**src/sv/sat_pkg.sv**
```systemverilog
package sat_pkg;

  localparam int SLOTS       = 16;
  localparam int MAX_RESULTS = 16;
  localparam int IDX_W       = (SLOTS > 1) ? $clog2(SLOTS) : 1;
  localparam int CNT_W       = $clog2(SLOTS + 1);
  localparam int WOKEN_W     = $clog2(MAX_RESULTS + 1);

  localparam int THREAD_W    = 8;
  localparam int DELAY_W     = 32;
  localparam int TICK_W      = 64;
  localparam int STATUS_W    = 3;

  localparam int IN_W        = ((THREAD_W + DELAY_W + 7) / 8) * 8;
  localparam int OUT_W       = ((STATUS_W + THREAD_W + 7) / 8) * 8;

  typedef enum logic [STATUS_W-1:0] {
    ST_ARMED = 3'd0,
    ST_ZERO  = 3'd1,
    ST_FULL  = 3'd2,
    ST_WOKEN = 3'd3,
    ST_NONE  = 3'd4
  } status_t;

  typedef enum logic {
    OP_TICK = 1'b0,
    OP_ARM  = 1'b1
  } op_t;

  typedef struct packed {
    logic [TICK_W-1:0]   deadline;
    logic [THREAD_W-1:0] thread;
  } entry_t;

  localparam int ENTRY_W = $bits(entry_t);

endpackage

```
**src/sv/sleep_alarm_table.sv**
```systemverilog
// channel | dir | handshake            | payload
// s       | in  | s_tvalid / s_tready  | s_tuser = operation, s_tdata = thread_id, delay
// m       | out | m_tvalid / m_tready  | m_tdata = status, woken_thread, m_tlast = last
//
// an arm item passes from IDLE through ARM, where its result is registered
// a tick item scans the alarm memory in SCAN, one entry read-modify-write per cycle
// unless the output stalls, and its final result is registered in FINISH
// woken alarms are removed and the remaining alarms compacted during the same scan
// rst is synchronous; the alarm memory needs no clearing, the entry count masks it
// a stalled output holds the scan while another woken result is pending; arm and the
// final result of a tick wait for a free output register
module sleep_alarm_table (
  input  logic                      clk,
  input  logic                      rst,
  input  logic                      s_tvalid,
  output logic                      s_tready,
  input  logic [sat_pkg::IN_W-1:0]  s_tdata,   // thread_id[7:0], delay[39:8]
  input  logic                      s_tuser,   // operation
  output logic                      m_tvalid,
  input  logic                      m_tready,
  output logic [sat_pkg::OUT_W-1:0] m_tdata,   // status[2:0], woken_thread[10:3], zero pad
  output logic                      m_tlast
);

  import sat_pkg::*;

  typedef enum logic [1:0] {
    IDLE,
    ARM,
    SCAN,
    FINISH
  } state_t;

  state_t               state;
  logic [TICK_W-1:0]    tick_count;
  logic [CNT_W-1:0]     count;
  logic [CNT_W-1:0]     keep;
  logic [IDX_W-1:0]     ev_idx;
  logic [WOKEN_W-1:0]   woken;
  logic                 pend_valid;
  logic [THREAD_W-1:0]  pend_thread;
  logic [THREAD_W-1:0]  item_thread;
  logic [DELAY_W-1:0]   item_delay;
  logic                 out_valid;
  status_t              out_status;
  logic [THREAD_W-1:0]  out_thread;
  logic                 out_last;

  logic                 s_accept;
  logic                 can_push;
  logic                 due;
  logic                 stall;
  logic                 scan_go;
  logic                 scan_end;
  logic                 arm_ok;
  logic                 out_load;
  logic [CNT_W-1:0]     last_idx;
  logic                 ram_we;
  logic [IDX_W-1:0]     ram_waddr;
  entry_t               ram_wdata;
  logic                 ram_re;
  logic [IDX_W-1:0]     ram_raddr;
  entry_t               rdata;

  assign s_tready = (state == IDLE);
  assign s_accept = s_tvalid && s_tready;
  assign can_push = !out_valid || m_tready;

  assign last_idx = count - CNT_W'(1);
  assign scan_end = (CNT_W'(ev_idx) == last_idx);
  assign due      = (state == SCAN) && (rdata.deadline <= tick_count)
                    && (woken < WOKEN_W'(MAX_RESULTS));
  assign stall    = due && pend_valid && !can_push;
  assign scan_go  = (state == SCAN) && !stall;
  assign arm_ok   = (item_delay != '0) && (count < CNT_W'(SLOTS));
  assign out_load = (((state == ARM) || (state == FINISH)) && can_push)
                    || (scan_go && due && pend_valid);

  assign ram_re    = (s_accept && (s_tuser == OP_TICK) && (count != '0))
                     || (scan_go && !scan_end);
  assign ram_raddr = (state == SCAN) ? ev_idx + IDX_W'(1) : '0;
  assign ram_we    = ((state == ARM) && can_push && arm_ok) || (scan_go && !due);
  assign ram_waddr = (state == ARM) ? count[IDX_W-1:0] : keep[IDX_W-1:0];

  always_comb begin
    if (state == ARM) begin
      ram_wdata.deadline = tick_count + TICK_W'(item_delay);
      ram_wdata.thread   = item_thread;
    end else begin
      ram_wdata = rdata;
    end
  end

  sat_ram #(
    .WIDTH (ENTRY_W),
    .DEPTH (SLOTS)
  ) u_ram (
    .clk   (clk),
    .we    (ram_we),
    .waddr (ram_waddr),
    .wdata (ram_wdata),
    .re    (ram_re),
    .raddr (ram_raddr),
    .rdata (rdata)
  );

  always_ff @(posedge clk) begin
    if (rst) begin
      state      <= IDLE;
      tick_count <= '0;
      count      <= '0;
      out_valid  <= 1'b0;
      pend_valid <= 1'b0;
    end else begin
      if (out_load) begin
        out_valid <= 1'b1;
      end else if (m_tready) begin
        out_valid <= 1'b0;
      end
      unique case (state)
        IDLE: begin
          if (s_accept) begin
            item_thread <= s_tdata[THREAD_W-1:0];
            item_delay  <= s_tdata[THREAD_W+DELAY_W-1:THREAD_W];
            if (s_tuser == OP_ARM) begin
              state <= ARM;
            end else begin
              tick_count <= tick_count + TICK_W'(1);
              ev_idx     <= '0;
              keep       <= '0;
              woken      <= '0;
              pend_valid <= 1'b0;
              state      <= (count == '0) ? FINISH : SCAN;
            end
          end
        end
        ARM: begin
          if (can_push) begin
            out_last <= 1'b1;
            if (item_delay == '0) begin
              out_status <= ST_ZERO;
              out_thread <= '0;
            end else if (!arm_ok) begin
              out_status <= ST_FULL;
              out_thread <= '0;
            end else begin
              out_status <= ST_ARMED;
              out_thread <= item_thread;
              count      <= count + CNT_W'(1);
            end
            state <= IDLE;
          end
        end
        SCAN: begin
          if (!stall) begin
            if (due) begin
              if (pend_valid) begin
                out_status <= ST_WOKEN;
                out_thread <= pend_thread;
                out_last   <= 1'b0;
              end
              pend_valid  <= 1'b1;
              pend_thread <= rdata.thread;
              woken       <= woken + WOKEN_W'(1);
            end else begin
              keep <= keep + CNT_W'(1);
            end
            if (scan_end) begin
              state <= FINISH;
            end else begin
              ev_idx <= ev_idx + IDX_W'(1);
            end
          end
        end
        FINISH: begin
          if (can_push) begin
            out_last <= 1'b1;
            if (pend_valid) begin
              out_status <= ST_WOKEN;
              out_thread <= pend_thread;
            end else begin
              out_status <= ST_NONE;
              out_thread <= '0;
            end
            pend_valid <= 1'b0;
            count      <= keep;
            state      <= IDLE;
          end
        end
        default: begin
          state <= IDLE;
        end
      endcase
    end
  end

  assign m_tvalid = out_valid;
  assign m_tdata  = OUT_W'({out_thread, out_status});
  assign m_tlast  = out_last;

endmodule

```
**src/sv/sat_ram.sv**
```systemverilog
module sat_ram #(
  parameter int WIDTH = 8,
  parameter int DEPTH = 16
) (
  input  logic                                       clk,
  input  logic                                       we,
  input  logic [((DEPTH > 1) ? $clog2(DEPTH) : 1)-1:0] waddr,
  input  logic [WIDTH-1:0]                           wdata,
  input  logic                                       re,
  input  logic [((DEPTH > 1) ? $clog2(DEPTH) : 1)-1:0] raddr,
  output logic [WIDTH-1:0]                           rdata
);

  logic [WIDTH-1:0] mem [DEPTH];

  always_ff @(posedge clk) begin
    if (we) begin
      mem[waddr] <= wdata;
    end
    if (re) begin
      rdata <= mem[raddr];
    end
  end

endmodule

```
**config.mk**
```make
export PLATFORM = sky130hd
export DESIGN_NAME = sleep_alarm_table
export DESIGN_NICKNAME = d
export VERILOG_FILES = /design/src/sv/sat_pkg.sv /design/src/sv/sleep_alarm_table.sv /design/src/sv/sat_ram.sv
export SDC_FILE = /design/constraint.sdc
export NUM_CORES = 2
export LEC_CHECK = 0
export ABC_AREA = 1
export BUFFER_PORTS_ARGS = -buffer_cell sky130_fd_sc_hd__buf_2
export CAP_MARGIN = 15
export CORE_MARGIN = 2
export CORE_UTILIZATION = 65
export DETAILED_ROUTE_END_ITERATION = 16
export PLACE_DENSITY = 0.82
export SKIP_CTS_REPAIR_TIMING = 1
export SYNTH_ARGS = -nofsm -noshare
export SYNTH_HDL_FRONTEND = slang
export SYNTH_SLANG_ARGS = --single-unit
```
**constraint.sdc**
```tcl
create_clock -name clk -period 19.19 [get_ports clk]
set_clock_uncertainty 0.1 [all_clocks]
set_input_delay 1.919 -clock clk [delete_from_list [all_inputs] [get_ports clk]]
set_output_delay 1.919 -clock clk [all_outputs]
set_load 0.03 [all_outputs]
```
======== Yosys cells after proc, flatten, opt, wreduce, memory -nomap -nowiden ========
Memories as Yosys holds them, arrays and structs flattened. A register that Yosys moved wholly into a read port is not among the register bits.
Index checks and enable logic that the tools add are counted.
cells by class
  reductions and logical operators ........ 49
  equality and inequality tests ........... 17
  bitwise operators ....................... 3
  magnitude comparators ................... 3
  mux-type cells .......................... 61
  add/sub/neg operators ................... 7
operators by type and width
  kind                   count
  $mux 72                1
  $add 64x1->64 const B  1
  $add 64x32->64         1
  $le 64x64->1           1
  $mux 8                 8
  $mux 5                 10
  $logic_not 32->1       1
  $reduce_bool 32->1     1
  $pmux 5 s2             3
  $reduce_and 6->1       5
  $mux 4                 6
  $pmux 8 s3             1
  $ne 2x2->1 const B     11
  $mux 3                 6
  $logic_and 1x1->1      16
  $add 5x1->5 const B    3
  $mux 1                 14
  $mux 2                 7
  $lt 5x5->1 const B     2
  $pmux 3 s3             1
  $pmux 4 s2             1
  $reduce_and 4->1       2
  $reduce_bool 2->1      4
  $reduce_and 7->1       1
  19 further kinds       33
word-level totals
  output and inout bits ................... 19
  memory bits (writable) .................. 1,152
  memories ................................ 1
  flip-flop bits (word level) ............. 147
memories
  name       depth  width  read ports  clocked after Yosys merged registers in  wr ports  line           source
  u_ram.mem  16     72     1           1                                        1         sat_ram.sv:14  logic [WIDTH-1:0] mem [DEPTH];

======== Logic depth before layout (Yosys ltp) ========
  word-level depth ........................ 11
  mapped depth ............................ 22
  depth with buffers taken out ............ 22

======== Modules after synthesis ========
Synthesis repeated with hierarchy kept, for this count alone.
second synthesis, totals
  cell total of the unflattened synthesis .. 6,441
  area total of the unflattened synthesis .. 63,433.3 um2
by module, submodules not included
  module             cells an instance  area each (um2)  times used  seq. area each (um2)
  sat_ram            4,731              51,493.1         1           36,755.3
  sleep_alarm_table  1,710              11,940.2         1           3,683.5

======== Worst setup path before layout ========
Ideal clock, no wire load.
  kind .................................... in2reg
  start point ............................. in s_tuser
  end point ............................... reg u_ram.rdata[0], read port of u_ram.mem, enable pin
  cell stages on the path ................. 4
  path buffers ............................ 1
  setup time .............................. 0.602 ns
  required time ........................... 18.488 ns
  data arrival time ....................... 7.407 ns
  setup slack ............................. 11.081 ns
  cell sequence ........................... inv_1 nand3_4 clkbuf_1 o21ai_0
on the way
  cells in the longest elaborated chain, start to end .. 4
ends and longest elaborated chain
  element                          line                     source
  start: declaration               sleep_alarm_table.sv:18  input logic s_tuser,
  $not 1->1 (no line)              --
  $logic_and 1x1->1 (2 in series)  sleep_alarm_table.sv:79  assign ram_re = (s_accept && (s_tuser == OP_TICK) && (count != '0))
  $logic_or 1x1->1                 sleep_alarm_table.sv:80  || (scan_go && !scan_end);
  via ram_re                       sleep_alarm_table.sv:61  logic ram_re;
  end: declaration                 sat_ram.sv:11            output logic [WIDTH-1:0] rdata
The timed path passes the listed nets, and every way through them passes these cells.
A chain may end at the register's enable or synchronous reset.

======== Final worst setup path ========
  start point ............................. reg state[0]
  end point ............................... mem u_ram.mem[5][58] (netlist name), enable pin
on the way
  cells in the longest elaborated chain, start to end .. 11
  elaborated cells between the ends (all ways) .. 16
  classes of those cells .................. eq/ne: 2; mux: 3; reduce/logical: 11
ends and longest elaborated chain
  element                          line                                              source
  start: declaration               sleep_alarm_table.sv:34                           state_t state;
  start signal: assignment         sleep_alarm_table.sv:133                          state <= (count == '0) ? FINISH : SCAN;
  $eq 2x2->1                       sleep_alarm_table.sv:71, sleep_alarm_table.sv:74
  $logic_and 1x1->1                sleep_alarm_table.sv:71                           assign due = (state == SCAN) && (rdata.deadline <= tick_count)
  $logic_and 1x1->1                sleep_alarm_table.sv:72                           && (woken < WOKEN_W'(MAX_RESULTS));
  $logic_and 1x1->1 (2 in series)  sleep_alarm_table.sv:73                           assign stall = due && pend_valid && !can_push;
  $logic_not 1->1                  --
  $logic_and 1x1->1                sleep_alarm_table.sv:74                           assign scan_go = (state == SCAN) && !stall;
  $logic_and 1x1->1                sleep_alarm_table.sv:82                           assign ram_we = ((state == ARM) && can_push && arm_ok) || (scan_go && !due);
  $logic_or 1x1->1                 sleep_alarm_table.sv:82
  $mux 1                           sat_ram.sv:17                                     if (we) begin
  $mux 1 (not written as such)     sat_ram.sv:18                                     mem[waddr] <= wdata;
  end: declaration                 sat_ram.sv:14
Parallel ways exist; a longest one is shown, timed or not.

==> results.md <==
Clock tree:
- The clock tree from TritonCTS is done.
- Counting the buffers created by CTS gives 138.
- In this run the clock root is driven by a clkbuf_16.
- In this run the deepest clock path goes through 3 buffers.
- After clock tree synthesis, the clock-pin slew on the worst setup and hold paths is 0.06 ns.
- CTS built an H-tree with a depth of 4.
- At the later pin of the worst-skew pair, clock insertion delay measures 0.78 ns.
- The sink count of the clock tree is 1371.

Placed design:
- The HPWL reported at the end of detailed placement is 92.93 mm.
- Prior to clock tree synthesis, the placed netlist has a worst setup slack of 13.56 ns.
- The count of placed standard cells including taps is 6207.
- The count of input and output buffers is 58.
- The congestion estimate from routability-driven global placement came to 1.039.

Setup path:
- The type of origin of the critical path is a flip-flop.
- Across all register-to-register paths, the minimum setup slack is 13.44 ns.
- The capture instance of the worst register-to-register path is u_ram.mem[5][58].
- Of all nets on the critical path, the largest fanout is 60.
- Data arrives at the worst endpoint at 6.02 ns.
- The worst reg-to-reg path cell count is 9.
- In this run the critical register-to-register path is launched from state[0].
- The critical path data required time is 19.46 ns.
- The class of the most critical setup path is flip-flop to flip-flop.
- The nature of the critical path endpoint is a flip-flop.

Cells and area:
- The area growth from synthesis to final layout is 10.55%.
- In the final layout, the share of cells above drive strength 1 is 0.08296.
- The final design utilization is 0.7261.
- In the final design database the tool counted 5328 nets.
- In the layout the commonest cells are edfxtp_1, nor2_1, o21ai_0, nand2_1, inv_1.
- The number of antenna diodes in the final layout is 0.
- The library cell used most frequently in the layout, excluding fill and tap cells, is edfxtp_1.
- For this run, the number of standard cells in the final layout without fillers is 6468.
- In the final layout, flip-flops and latches occupy 0.04044 mm2.
- Counting the fill cells in the layout gives 5747.
- The area taken by multi-input logic gates is 0.01685 mm2.

STA:
- The headroom to the max-slew limit is 0.2291.
- Setup repair after global routing left no endpoint under its margin.
- The total count of hold-check failures in the final report is 0.
- The summed negative setup slack over all endpoints is 0 ns.
- The total setup violations reported at the end of the flow is 0.
- The slew at the pin with the worst max-slew slack is 1.156 ns.
- The final count of pins violating max slew is 0.
- The time the final worst path needs with I/O delays and setup is 5.746 ns.
- Dividing the final minimum period by the clock period gives 0.2994.
- The slack of the critical path is 13.44 ns.
- The fmax is 174.0 MHz.

Floorplanning:
- The starting density of the core is 0.6569.
- The standard cell core area is 0.09001 mm2.
- From left edge to right edge, the die measures 305.6 um.
- The full die area is 0.09339 mm2.
- The die boundary height is 305.6 um.
- The number of primary I/O pins is 64.
- The number of standard-cell rows in the floorplan is 110.

Outcome:
- The flow ran to the end, and the final reports show no timing, DRC or antenna violations.

Detailed routing:
- The post-detailed-route wirelength per cell is 25.18 um.
- For this run, design rule violations remaining after detail routing come to 0.
- The first detailed-routing pass ran for 6 iterations.
- Summed over all layers, the routed wires come to 162.9 mm.
- Once detail routing completed, the nets flagged for antenna violations numbered 0.
- The detailed router finished its first iteration with 6635 violations.
- The count of vias placed by the detailed router is 42293.
- The routed via count divided by cell count is 6.539.

Synthesis:
- Synthesis inferred 1371 register bits.
- The post-synthesis cell area is 0.05912 mm2.
- The share of the Yosys chip area taken by registers is 0.6840.
- Counting flops with an async set or reset pin after synthesis yields a share of 0.
- Yosys mapped a number of flops with a built-in enable equal to 1298.
- After technology mapping, the gate count stands at 5136.
- In this run the mean area of a mapped cell was 11.51 um2.
- The number of distinct library cell variants in the gate-level netlist after synthesis is 48.
- Yosys printed 0 warnings.
- In the synthesized netlist the dominant register cell turns out to be edfxtp_1.

Worst hold path:
- Counting instances, the worst hold path has a depth of 0.
- The worst hold endpoint is pend_thread[2].
- In this run the most critical hold path is launched from u_ram.rdata[2].
- The tightest min-delay check is of the flip-flop to flip-flop type.

GRT:
- The first-pass GRT wire length is 242.2 mm.
- The via count of the first global-routing pass is 40293.
- The initial antenna violation count came to 2.
- The total congestion overflow is 0.
- The total routing usage reported by global routing is 0.3450.
- The maximum number of pins on one net before global-route repair is 261.

Job:
- The number of maximum-capacitance constraint violations is 0.

Power:
- The leakage component of the power is 21.59 nW.
- The power density relative to cell area is 124.3 mW/mm2.
- The peak supply drop is 0.00008539 V.
[final cells by class]
cell class / count / area share
Clock buffer: 174 / 0.05682
Clock inverter: 78 / 0.01168
Inverter: 240 / 0.01417
Multi-Input combinational cell: 3256 / 0.2577
Sequential cell: 1371 / 0.6187
Tap cell: 1176 / 0.02251
Timing Repair Buffer: 173 / 0.01840
[stage by stage]
stage / hold WS [ns] / power, mW / instance area [um2]
finish: 0.3485 / 8.122 / 65360
global route: 0.3629 / 8.386 / 65360
CTS: 0.3540 / 8.086 / 65260
detailed placement: 0.3419 / 5.455 / 60790
global placement: 0.3375 / 5.396 / 60780
floorplan: 0.3268 / 4.901 / 59140
[worst max path at each step]
stage,start,endpoint,slack [ns],depth (start not counted)
6_report,state[0],u_ram.mem[5][58],13.44,9
5_1_grt,state[0],u_ram.mem[5][48],13.23,9
4_1_cts,state[0],u_ram.mem[5][58],13.54,9
3_5_place_dp,state[0],u_ram.mem[5][52],13.56,9
3_3_place_gp,state[0],u_ram.mem[5][48],13.71,9
2_1_floorplan,s_tuser,u_ram.rdata[0],11.08,4
[state kept, by name, summed over array words and instances, names as in the netlist]
name / count
u_ram.mem: 1152
item_thread: 8
out_thread: 8
m_tlast: 1
woken: 5
u_ram.rdata: 72
out_status: 3
pend_valid: 1
state: 2
count: 5
ev_idx: 4
pend_thread: 8
item_delay: 32
tick_count: 64
m_tvalid: 1
keep: 5
[synth_stat cells, types with 4 or more instances]
library cell	number	share of area
buf_1	12	0.00076
buf_4	6	0.00076
dfxtp_1	73	0.025
inv_2	8	0.00051
nand2_1	415	0.026
xor2_1	42	0.0062
nor2_2	4	0.00042
edfxtp_1	1298	0.66
clkbuf_1	209	0.013
nor2_1	1167	0.074
o21ai_0	698	0.059
nor3_2	5	0.00085
a32o_1	72	0.012
ha_1	102	0.022
nand3_1	89	0.0075
or2_2	9	0.00095
xnor2_1	20	0.0030
o32ai_1	8	0.0012
nor2_4	4	0.00076
a31oi_1	93	0.0098
o21a_1	8	0.0010
nand4_1	45	0.0048
nor4_1	24	0.0025
o211ai_1	218	0.028
inv_1	231	0.015
buf_2	44	0.0037
a21oi_1	131	0.011
nor3_1	65	0.0055
[layer usage]
| metal | up-vias | wire length [um] | global-route usage |
|---|---|---|---|
| met4 | 0 | 5805 | 0.1290 |
| met1 | 20267 | 61570 | 0.4870 |
| met5 | - | 0 | 0 |
| met2 | 2967 | 75790 | 0.5394 |
| li1 | 18635 | - | - |
| met3 | 424 | 19700 | 0.06683 |
[cells by family after synthesis]
| kind of cell | share of synthesized area |
|---|---|
| other cells | 0.00006343 |
| flops | 0.6840 |
| xor+xnor | 0.009184 |
| fa+ha+maj | 0.02192 |
| buf+inv | 0.03416 |
| simple gates | 0.1271 |
| compound gates | 0.1236 |
[worst max-delay path, cell delays in order, from the launching register on]
cell and delay [ns]:
dfxtp_1 0.61, inv_1 0.20, nor2_4 0.11, buf_4 0.61
clkinv_2 0.80, o21ai_0 0.60, nand2_1 0.32, nor3_2 0.42
buf_4 0.59, buf_4 0.81
[where the power goes]
| group | internal (mW) | total [mW] | switching [mW] |
|---|---|---|---|
| Combinational | 0.389 | 1.50 | 1.11 |
| Sequential | 3.85 | 3.96 | 0.105 |
| Clock | 1.52 | 2.66 | 1.14 |
| Total | 5.76 | 8.12 | 2.36 |
Note: power is estimated with default switching activity, not from simulation.
